[src/design/bntt_pkg.sv]
// Shared types and character constants for the decimal number to text block.
package bntt_pkg;

    typedef enum logic [2:0] {
        S_IDLE,
        S_NORM,
        S_PLAN,
        S_CHECK,
        S_EMIT
    } t_state;

    // Text sections in output order
    typedef enum logic [3:0] {
        SEC_SIGN,
        SEC_INT,
        SEC_PAD,
        SEC_POINT,
        SEC_FRAC,
        SEC_E,
        SEC_ESIGN,
        SEC_EH,
        SEC_ET,
        SEC_EO,
        SEC_NUL
    } t_sec;

    localparam int SEC_COUNT = 11;

    localparam int CHAR_W = 8;
    localparam int EXP_IN_W = 8;
    localparam int EXP_W = 9;
    localparam int ROOM_W = 8;
    localparam int SIZE_W = 5;
    localparam int MAG_W = 8;

    localparam logic [CHAR_W-1:0] CH_NUL = 8'h00;
    localparam logic [CHAR_W-1:0] CH_ZERO = 8'h30;
    localparam logic [CHAR_W-1:0] CH_MINUS = 8'h2D;
    localparam logic [CHAR_W-1:0] CH_POINT = 8'h2E;
    localparam logic [CHAR_W-1:0] CH_E = 8'h65;

    // Plain notation window for the adjusted exponent
    localparam logic signed [EXP_W-1:0] WIN_LO = 9'sd1;
    localparam logic signed [EXP_W-1:0] WIN_HI = 9'sd5;

    localparam logic [MAG_W-1:0] MAG_HUND = 8'd100;
    localparam logic [MAG_W-1:0] MAG_TEN = 8'd10;

endpackage

[src/design/bcd_number_to_text.sv]
// Top level: decimal number to ASCII text, one character per output beat.
// Flow: after the input beat come the scan, plan and room check states, then one
// character per cycle into the output register while it is free.
// Each item yields N characters (N up to 23), or a single report beat when the room is
// too small; a new item is taken only back in idle, and output stalls stretch the loop.
// Reset: synchronous, active low; idles the sequencer and empties the output register.
module bcd_number_to_text #(
    parameter int MANTISSA_DIGITS = 15
) (
    input  logic                                  i_clk,
    input  logic                                  i_rst_n,
    input  logic                                  i_valid,
    output logic                                  o_ready,
    input  logic [4*MANTISSA_DIGITS-1:0]          i_mantissa_digits,
    input  logic signed [bntt_pkg::EXP_IN_W-1:0]  i_exponent_value,
    input  logic                                  i_is_negative,
    input  logic [bntt_pkg::ROOM_W-1:0]           i_buffer_room,
    output logic                                  o_valid,
    input  logic                                  i_ready,
    output logic [bntt_pkg::CHAR_W-1:0]           o_char_code,
    output logic                                  o_last_of_run,
    output logic                                  o_fits,
    output logic [bntt_pkg::SIZE_W-1:0]           o_needed_size
);
    import bntt_pkg::*;

    localparam int IW = (MANTISSA_DIGITS > 1) ? $clog2(MANTISSA_DIGITS) : 1;
    localparam int LW = $clog2(MANTISSA_DIGITS + 1);

    t_state r_state, n_state;

    // input beat
    logic [4*MANTISSA_DIGITS-1:0] r_dig;
    logic [EXP_IN_W-1:0]          r_e0;
    logic                         r_neg;
    logic [ROOM_W-1:0]            r_room;

    // scan results
    logic [IW-1:0]            r_first;
    logic [LW-1:0]            r_len;
    logic signed [EXP_W-1:0]  r_ex;

    // layout
    logic [2:0]        r_ints;
    logic [2:0]        r_pad;
    logic              r_frac;
    logic              r_expo;
    logic              r_sneg;
    logic [MAG_W-1:0]  r_mag;
    logic [SIZE_W-1:0] r_size;
    logic              r_eh;
    logic [3:0]        r_et;
    logic [3:0]        r_eo;

    // character sequencer
    t_sec          r_sec;
    logic [LW-1:0] r_k;
    logic [2:0]    r_p;

    // output register
    logic              r_out_valid;
    logic [CHAR_W-1:0] r_char;
    logic              r_last;
    logic              r_fits;
    logic [SIZE_W-1:0] r_need;

    logic [CHAR_W-1:0] n_char;
    logic              n_last;
    logic              n_fits;
    logic [SIZE_W-1:0] n_need;

    logic [IW-1:0] w_first;
    logic [LW-1:0] w_len;
    logic          w_zero;

    bntt_norm #(
        .MANTISSA_DIGITS(MANTISSA_DIGITS)
    ) u_norm (
        .i_digits (r_dig),
        .o_first  (w_first),
        .o_len    (w_len),
        .o_zero   (w_zero)
    );

    // ---------------- plan arithmetic ----------------
    logic signed [EXP_W-1:0] w_ex;
    logic                    w_win;
    logic [2:0]              w_ints;
    logic signed [EXP_W-1:0] w_shown;
    logic [5:0]              w_len6;
    logic [5:0]              w_ints6;
    logic [2:0]              w_pad;
    logic                    w_frac;
    logic                    w_sneg;
    logic [EXP_W-1:0]        w_neg_shown;
    logic [MAG_W-1:0]        w_mag;
    logic [5:0]              w_ndig;
    logic [5:0]              w_size;

    assign w_ex = w_zero ? WIN_LO
                         : $signed({r_e0[EXP_IN_W-1], r_e0}) - $signed(EXP_W'(w_first));

    assign w_win   = (r_ex >= WIN_LO) && (r_ex <= WIN_HI);
    assign w_ints  = w_win ? r_ex[2:0] : 3'd1;
    assign w_shown = w_win ? '0 : r_ex - WIN_LO;
    assign w_len6  = 6'(r_len);
    assign w_ints6 = 6'(w_ints);
    assign w_pad   = (w_ints6 > w_len6) ? 3'(w_ints6 - w_len6) : 3'd0;
    assign w_frac  = (w_len6 > w_ints6);
    assign w_sneg  = w_shown[EXP_W-1];
    assign w_neg_shown = -w_shown;
    assign w_mag   = w_sneg ? w_neg_shown[MAG_W-1:0] : w_shown[MAG_W-1:0];
    assign w_ndig  = (w_mag >= MAG_HUND) ? 6'd3 : (w_mag >= MAG_TEN) ? 6'd2 : 6'd1;
    assign w_size  = 6'(r_neg) + w_len6 + 6'(w_pad) + 6'(w_frac) + 6'd1
                   + ((w_shown != '0) ? (6'd1 + 6'(w_sneg) + w_ndig) : 6'd0);

    // ---------------- exponent digits ----------------
    logic [6:0]  w_rem;
    logic [17:0] w_prod;
    logic [3:0]  w_tens;
    logic [6:0]  w_tens10;
    logic [6:0]  w_ones;

    assign w_rem    = (r_mag >= MAG_HUND) ? 7'(r_mag - MAG_HUND) : r_mag[6:0];
    // divide by ten through the reciprocal 205/2048, exact below 100
    assign w_prod   = 18'(w_rem) * 18'd205;
    assign w_tens   = w_prod[14:11];
    assign w_tens10 = 7'({w_tens, 3'b000}) + 7'({w_tens, 1'b0});
    assign w_ones   = w_rem - w_tens10;

    // ---------------- sequencer helpers ----------------
    logic [SEC_COUNT-1:0] w_en;
    logic [LW-1:0]        w_nint;
    logic [LW:0]          w_idx_sum;
    logic [IW-1:0]        w_idx;
    logic [3:0]           w_nib [MANTISSA_DIGITS];
    logic [CHAR_W-1:0]    w_dchar;
    logic                 w_slot;
    logic                 w_fits;
    logic                 w_adv;
    logic                 w_k_inc;
    logic                 w_p_inc;
    logic                 w_load;
    t_sec                 w_nsec;

    for (genvar g = 0; g < MANTISSA_DIGITS; g++) begin : g_nib
        assign w_nib[g] = r_dig[4*(MANTISSA_DIGITS-1-g) +: 4];
    end

    assign w_en = {1'b1,                              // NUL
                   r_expo,                            // ones
                   r_expo && (r_mag >= MAG_TEN),      // tens
                   r_expo && (r_mag >= MAG_HUND),     // hundreds
                   r_expo && r_sneg,                  // exponent sign
                   r_expo,                            // 'e'
                   r_frac,                            // fraction
                   r_frac,                            // point
                   (r_pad != 3'd0),                   // padding
                   1'b1,                              // integer digits
                   r_neg};                            // sign

    function automatic t_sec next_sec(input t_sec cur, input logic [SEC_COUNT-1:0] en);
        t_sec nxt;
        nxt = SEC_NUL;
        for (int j = SEC_COUNT - 1; j >= 0; j--) begin
            if (en[j] && (j > int'(cur))) begin
                nxt = t_sec'(4'(j));
            end
        end
        return nxt;
    endfunction

    assign w_nsec    = next_sec(r_sec, w_en);
    assign w_nint    = (6'(r_len) < 6'(r_ints)) ? r_len : LW'(r_ints);
    assign w_idx_sum = (LW+1)'(r_first) + (LW+1)'(r_k);
    assign w_idx     = w_idx_sum[IW-1:0];
    assign w_dchar   = CH_ZERO + CHAR_W'(w_nib[w_idx]);
    assign w_slot    = ~r_out_valid | i_ready;
    assign w_fits    = ({{(ROOM_W-SIZE_W){1'b0}}, r_size} <= r_room);

    // ---------------- next state ----------------
    always_comb begin
        n_state = r_state;
        case (r_state)
            S_IDLE:  if (i_valid) n_state = S_NORM;
            S_NORM:  n_state = S_PLAN;
            S_PLAN:  n_state = S_CHECK;
            S_CHECK: begin
                if (w_fits) begin
                    n_state = S_EMIT;
                end else if (w_slot) begin
                    n_state = S_IDLE;
                end
            end
            S_EMIT:  if (w_slot && (r_sec == SEC_NUL)) n_state = S_IDLE;
            default: n_state = S_IDLE;
        endcase
    end

    // ---------------- outputs of the sequencer ----------------
    always_comb begin
        w_load  = 1'b0;
        w_adv   = 1'b0;
        w_k_inc = 1'b0;
        w_p_inc = 1'b0;
        n_char  = CH_NUL;
        n_last  = 1'b0;
        n_fits  = 1'b1;
        n_need  = '0;
        case (r_state)
            S_CHECK: begin
                if (!w_fits && w_slot) begin
                    w_load = 1'b1;
                    n_last = 1'b1;
                    n_fits = 1'b0;
                    n_need = r_size;
                end
            end
            S_EMIT: begin
                if (w_slot) begin
                    w_load = 1'b1;
                    case (r_sec)
                        SEC_SIGN: begin
                            n_char = CH_MINUS;
                            w_adv  = 1'b1;
                        end
                        SEC_INT: begin
                            n_char  = w_dchar;
                            w_k_inc = 1'b1;
                            w_adv   = ((LW+1)'(r_k) + (LW+1)'(1) == (LW+1)'(w_nint));
                        end
                        SEC_PAD: begin
                            n_char  = CH_ZERO;
                            w_p_inc = 1'b1;
                            w_adv   = (r_p + 3'd1 == r_pad);
                        end
                        SEC_POINT: begin
                            n_char = CH_POINT;
                            w_adv  = 1'b1;
                        end
                        SEC_FRAC: begin
                            n_char  = w_dchar;
                            w_k_inc = 1'b1;
                            w_adv   = ((LW+1)'(r_k) + (LW+1)'(1) == (LW+1)'(r_len));
                        end
                        SEC_E: begin
                            n_char = CH_E;
                            w_adv  = 1'b1;
                        end
                        SEC_ESIGN: begin
                            n_char = CH_MINUS;
                            w_adv  = 1'b1;
                        end
                        SEC_EH: begin
                            n_char = CH_ZERO + CHAR_W'(r_eh);
                            w_adv  = 1'b1;
                        end
                        SEC_ET: begin
                            n_char = CH_ZERO + CHAR_W'(r_et);
                            w_adv  = 1'b1;
                        end
                        SEC_EO: begin
                            n_char = CH_ZERO + CHAR_W'(r_eo);
                            w_adv  = 1'b1;
                        end
                        SEC_NUL: begin
                            n_char = CH_NUL;
                            n_last = 1'b1;
                        end
                        default: begin
                            n_char = CH_NUL;
                            n_last = 1'b1;
                        end
                    endcase
                end
            end
            default: begin
                w_load = 1'b0;
            end
        endcase
    end

    // ---------------- control registers ----------------
    always_ff @(posedge i_clk) begin
        if (!i_rst_n) begin
            r_state     <= S_IDLE;
            r_out_valid <= 1'b0;
        end else begin
            r_state <= n_state;
            if (w_load) begin
                r_out_valid <= 1'b1;
            end else if (i_ready) begin
                r_out_valid <= 1'b0;
            end
        end
    end

    // ---------------- datapath registers ----------------
    always_ff @(posedge i_clk) begin
        case (r_state)
            S_IDLE: begin
                if (i_valid) begin
                    r_dig  <= i_mantissa_digits;
                    r_e0   <= i_exponent_value;
                    r_neg  <= i_is_negative;
                    r_room <= i_buffer_room;
                end
            end
            S_NORM: begin
                r_first <= w_first;
                r_len   <= w_len;
                r_ex    <= w_ex;
                // zero prints without a sign
                r_neg   <= r_neg & ~w_zero;
            end
            S_PLAN: begin
                r_ints <= w_ints;
                r_pad  <= w_pad;
                r_frac <= w_frac;
                r_expo <= (w_shown != '0);
                r_sneg <= w_sneg;
                r_mag  <= w_mag;
                r_size <= w_size[SIZE_W-1:0];
            end
            S_CHECK: begin
                r_eh  <= (r_mag >= MAG_HUND);
                r_et  <= w_tens;
                r_eo  <= w_ones[3:0];
                r_sec <= r_neg ? SEC_SIGN : SEC_INT;
                r_k   <= '0;
                r_p   <= '0;
            end
            S_EMIT: begin
                if (w_k_inc) r_k <= r_k + LW'(1);
                if (w_p_inc) r_p <= r_p + 3'd1;
                if (w_adv) r_sec <= w_nsec;
            end
            default: begin
                r_k <= r_k;
            end
        endcase
        if (w_load) begin
            r_char <= n_char;
            r_last <= n_last;
            r_fits <= n_fits;
            r_need <= n_need;
        end
    end

    assign o_ready       = (r_state == S_IDLE);
    assign o_valid       = r_out_valid;
    assign o_char_code   = r_char;
    assign o_last_of_run = r_last;
    assign o_fits        = r_fits;
    assign o_needed_size = r_need;

    // ---------------- assertions ----------------
    a_short_is_single: assert property (@(posedge i_clk) disable iff (!i_rst_n)
        (o_valid && !o_fits) |-> (o_last_of_run && (o_char_code == CH_NUL)))
        else $error("room report is not a single terminating beat");

    a_last_is_nul: assert property (@(posedge i_clk) disable iff (!i_rst_n)
        (o_valid && o_last_of_run) |-> (o_char_code == CH_NUL))
        else $error("final beat is not the terminator");

    a_frac_in_run: assert property (@(posedge i_clk) disable iff (!i_rst_n)
        ((r_state == S_EMIT) && ((r_sec == SEC_FRAC) || (r_sec == SEC_INT)))
            |-> ((LW+1)'(r_k) < (LW+1)'(r_len)))
        else $error("digit counter ran past the significant digits");

    a_busy_no_accept: assert property (@(posedge i_clk) disable iff (!i_rst_n)
        (r_state == S_EMIT) && !(w_slot && (r_sec == SEC_NUL)) |=> !o_ready)
        else $error("input taken while text still in progress");

endmodule

[src/design/bntt_norm.sv]
// Digit scan: position of the first nonzero digit and length of the significant run.
module bntt_norm #(
    parameter int MANTISSA_DIGITS = 15
) (
    input  logic [4*MANTISSA_DIGITS-1:0]                       i_digits,
    output logic [((MANTISSA_DIGITS > 1) ? $clog2(MANTISSA_DIGITS) : 1)-1:0] o_first,
    output logic [$clog2(MANTISSA_DIGITS+1)-1:0]               o_len,
    output logic                                               o_zero
);
    localparam int IW = (MANTISSA_DIGITS > 1) ? $clog2(MANTISSA_DIGITS) : 1;
    localparam int LW = $clog2(MANTISSA_DIGITS + 1);

    logic [IW-1:0] w_first;
    logic [IW-1:0] w_last;
    logic          w_any;
    logic [LW:0]   w_span;

    always_comb begin
        w_first = '0;
        w_last  = '0;
        w_any   = 1'b0;
        // downward pass keeps the lowest index, upward pass the highest
        for (int i = MANTISSA_DIGITS - 1; i >= 0; i--) begin
            if (i_digits[4*(MANTISSA_DIGITS-1-i) +: 4] != 4'd0) begin
                w_first = IW'(i);
                w_any   = 1'b1;
            end
        end
        for (int i = 0; i < MANTISSA_DIGITS; i++) begin
            if (i_digits[4*(MANTISSA_DIGITS-1-i) +: 4] != 4'd0) begin
                w_last = IW'(i);
            end
        end
    end

    assign w_span  = (LW+1)'(w_last) - (LW+1)'(w_first) + (LW+1)'(1);
    // all-zero mantissa reads as the single digit zero
    assign o_first = w_any ? w_first : '0;
    assign o_len   = w_any ? w_span[LW-1:0] : LW'(1);
    assign o_zero  = ~w_any;

endmodule
[config.mk]
export PLATFORM = sky130hd
export DESIGN_NAME = bcd_number_to_text
export DESIGN_NICKNAME = d
export VERILOG_FILES = /design/src/design/bntt_pkg.sv /design/src/design/bcd_number_to_text.sv /design/src/design/bntt_norm.sv
export SDC_FILE = /design/constraint.sdc
export NUM_CORES = 1
export LEC_CHECK = 0
export BUFFER_PORTS_ARGS = -buffer_cell sky130_fd_sc_hd__buf_2
export CAP_MARGIN = 5
export CORE_MARGIN = 5
export CORE_UTILIZATION = 60
export DETAILED_ROUTE_END_ITERATION = 7
export HOLD_SLACK_MARGIN = 0.08
export PLACE_DENSITY = 0.87
export SETUP_SLACK_MARGIN = 0.05
export SYNTH_ARGS = -nofsm -noshare
export SYNTH_HDL_FRONTEND = slang
export SYNTH_SLANG_ARGS = --single-unit
[constraint.sdc]
create_clock -name i_clk -period 15.7 [get_ports i_clk]
set_input_delay 0.785 -clock i_clk [delete_from_list [all_inputs] [get_ports i_clk]]
set_output_delay 0.785 -clock i_clk [all_outputs]
set_load 0.02 [all_outputs]
==> summary.txt <==
Yosys
  • EDFF count, synth: 150
  • Avg Cell Area, Syn: roughly 12 µm²
  • Net Count, Synth: roughly 950
  • Netlist Area Pre-Place: ~9000 µm²
  • Synth warnings: 0
  • Ys async rst share: 0
  • Mapped Cells: between 700 and 800
  • Unique cell type count in the Yosys netlist: 65
  • Seq cells post-synth: 154
  • Post-synthesis sequential area ratio: 0.501
  • Most used DFF post-synth: edfxtp_1

Timing
  • Worst slew pin tran: 0.910 ns
  • Final hold slack: 0.532 ns
  • Clk_skew: about 0.0095 ns
  • Max Slew Vio Count: 0
  • Final worst path period share: 0.370
  • Fmax: 0.172 GHz
  • RSZ-0062 raised after global routing: false
  • Setup-failing EPs final: 0
  • Slew HR: 0.393
  • Fin. Hold Viols: 0
  • Post-layout minimum cycle time: around 5.8 ns
  • Final TNS setup: 0 ns

Clock network
  • CTS Hold Buffers Added: 0
  • Clk slew on worst S/H paths: roughly 0.06 ns
  • Resized cells post-CTS: 0
  • Root buffer cell: clkbuf_16
  • Number of CTS-inserted buffers: 17
  • Clk Latency, worst-skew pair: ~0.42 ns
  • Htree depth: 4
  • Total number of clock tree sinks: between 150 and 200
  • CTS tree: done
  • Post-CTS Setup Inserts: 0
  • Maximum clock path buffer count: 2

Global route
  • Initial antenna violation count: 0
  • GR Overflow Total: 0
  • Vias in the first global route: 6437
  • Largest net degree at the start of global routing: between 70 and 80
  • All-layer global routing usage: 0.210
  • Global-route wire length before repair: 29700 µm

Route
  • DRT Pass-1 Iters: 5
  • Post-route ant nets: 0
  • Final wirelength: about 18000 µm
  • DR vias/cell: slightly below 6
  • Routed via count: 6259
  • Initial DRC count: around 460
  • Wire length per cell: 16.7 µm
  • DRC: 0

Placed design
  • PortBufs: 96
  • Gpl congestion: roughly 0.85
  • Post-DP HPWL: 14000 µm

Critical path
  • Setup crit start kind: flop
  • R2r worst-path depth: 23
  • Crit path DAT: 5.97 ns
  • Critical path data required time: 15.87 ns
  • Worst flop-to-flop path startpoint: r_mag[1]$_DFFE_PN_
  • Worst R2R End: r_eo[3]$_DFFE_PP_
  • CP max FO: 9
  • FF-to-FF setup slack: ~9.9 ns
  • Crit path from: r_mag[1]$_DFFE_PN_
  • Setup CP Type: reg2reg
  • CP Capture Type: flop

Worst hold path
  • Hold Crit Start: i_buffer_room[7]
  • Hold WC Path Type: in2reg
  • Hold EP: r_room[7]$_DFFE_PP_
  • Worst Hold Depth: 1

Floorplanning
  • # IOs: slightly below 100
  • Num rows: 45
  • Chip width: 134 µm
  • Core area: 15100 µm²
  • Initial Util: 0.607
  • Die H: 134 µm
  • Die ar.: 17800 µm²

Finish
  • Nets: 1056
  • Area taken by multi-input logic gates: 4190 µm²
  • Layout cells sized above 1: 0.188
  • Antenna diode count: 0
  • Register area: 4580 µm²
  • Area Overhead vs Synth: 13.7%
  • Fill cells: 1037

Run
  • Max-cap violation count: 0

Outcome
  • Outcome: finished clean

Power
  • Peak supply drop: 0.0000994 V
  • Tot Pwr: about 1.5 mW
  • Pleak: 4.27 nW
  • Pwr dens: 142 nW/µm²
==> worst max path at each step <==
stage	endpoint	slack, ns	cells past startpoint
final	r_eo[3]$_DFFE_PP_	9.90	23
after floorplan	r_eo[3]$_DFFE_PP_	10.37	23
after detailed placement	r_eo[3]$_DFFE_PP_	9.85	23
after global routing	r_eo[3]$_DFFE_PP_	9.56	23
after global placement	r_eo[3]$_DFFE_PP_	10.07	23
after CTS	r_eo[3]$_DFFE_PP_	9.83	23
==> synth_stat cells, types with 3 or more instances <==
master / instances / area [µm²]
mux2_2: 5 / 56.3
o21a_1: 4 / 30.0
and3_1: 5 / 31.3
or2_2: 6 / 37.5
nor3_1: 15 / 75.1
ha_1: 79 / 988
buf_2: 4 / 20.0
or4_1: 9 / 67.6
edfxtp_1: 150 / 4500
nor2b_1: 15 / 93.8
xor2_1: 14 / 123
o22ai_1: 3 / 18.8
nand3_1: 21 / 105
or3_1: 3 / 18.8
and2_1: 5 / 31.3
inv_1: 80 / 300
xnor2_1: 32 / 280
clkbuf_1: 9 / 33.8
nand2b_1: 13 / 81.3
a21oi_1: 33 / 165
o21ai_0: 42 / 210
o31ai_1: 4 / 30.0
nor4_1: 13 / 81.3
nor2_1: 53 / 199
a21o_1: 6 / 45.0
mux2i_1: 14 / 140
nand2_1: 54 / 203
mux4_2: 12 / 270
nor3b_1: 3 / 22.5
fa_1: 16 / 320
a31oi_1: 11 / 68.8
dfxtp_1: 4 / 80.1
==> metrics by stage <==
step / utilization / cell area, µm² / instances / setup slack, ns
after global placement: 0.651 / 9820 / 1049 / 10.07
after CTS: 0.689 / 10400 / 1080 / 9.83
after floorplan: - / 9150 / 777 / 10.37
final: 0.689 / 10400 / 1080 / 9.90
after detailed placement: 0.651 / 9820 / 1049 / 9.85
after global routing: 0.689 / 10400 / 1080 / 9.56
==> kinds of logic after synthesis <==
family	synth area share
DFF	0.501
other	0.000410
and+or+nand+nor	0.127
buffers and inverters	0.0420
AOI/OAI and AO/OA	0.0841
adders and majority gates	0.143
xor gates and xnor gates	0.0518
muxes	0.0510
==> worst max-delay path, stage by stage (launching register included) <==
cell and delay [ns]:
edfxtp_1 0.52, or3b_1 0.44, o21ai_0 0.15, a31o_2 0.24, nand2_1 0.08, xnor2_1 0.34
ha_1 0.32, ha_1 0.28, inv_1 0.06, fa_1 0.50, inv_1 0.06, fa_1 0.47
ha_1 0.34, nand3_1 0.09, nor2_1 0.04, a32o_1 0.30, o41ai_2 0.30, inv_1 0.08
a21oi_1 0.18, xnor2_1 0.18, ha_1 0.22, xnor2_1 0.08, xnor2_1 0.16, xnor2_1 0.13
==> layer usage <==
layer	share of wire	global-route usage
met5	0	0
met4	0.032	0.0869
met3	0.063	0.0570
met2	0.51	0.370
met1	0.39	0.242
==> power by group <==
part,switching (mW),internal (mW),total [mW]
clock,0.154,0.247,0.402
sequential,0.0291,0.526,0.555
combinational,0.285,0.231,0.517
==> sequential cells by signal (all words and copies together) (netlist names), 4 cells and up <==
register / cells
r_eo: 4
r_ex: 9
r_mag: 8
r_room: 8
r_len: 4
r_sec: 4
r_size: 5
r_e0: 8
r_k: 4
r_dig: 60
o_char_code: 7
o_needed_size: 5
r_et: 4
r_first: 4
==> cell usage in the layout, fill, tap and decap left out, types with 5 or more instances in the layout <==
| cell type | n |
|---|---|
| fa_1 | 16 |
| nand2b_1 | 13 |
| a21oi_1 | 33 |
| or4_1 | 9 |
| nor3_1 | 15 |
| nor4_1 | 13 |
| a31oi_1 | 11 |
| clkbuf_16 | 17 |
| buf_2 | 96 |
| inv_1 | 80 |
| nor2_1 | 53 |
| or2_2 | 6 |
| edfxtp_1 | 150 |
| nor2b_1 | 15 |
| xnor2_1 | 32 |
| nand2_1 | 54 |
| mux4_2 | 12 |
| nand3_1 | 21 |
| xor2_1 | 14 |
| ha_1 | 79 |
| mux2_2 | 5 |
| mux2i_1 | 14 |
| a21o_1 | 6 |
| and3_1 | 5 |
| o21ai_0 | 42 |
==> final cells by class <==
cell class,count,share of cell area
clock buffers,18,0.0413
clock inverters,13,0.0148
inverters,80,0.0289
multi-input cells,527,0.403
flip-flops and latches,154,0.441
well taps,188,0.0226
repair buffers,100,0.0491
No activity file was read; power rests on OpenSTA's default activity.
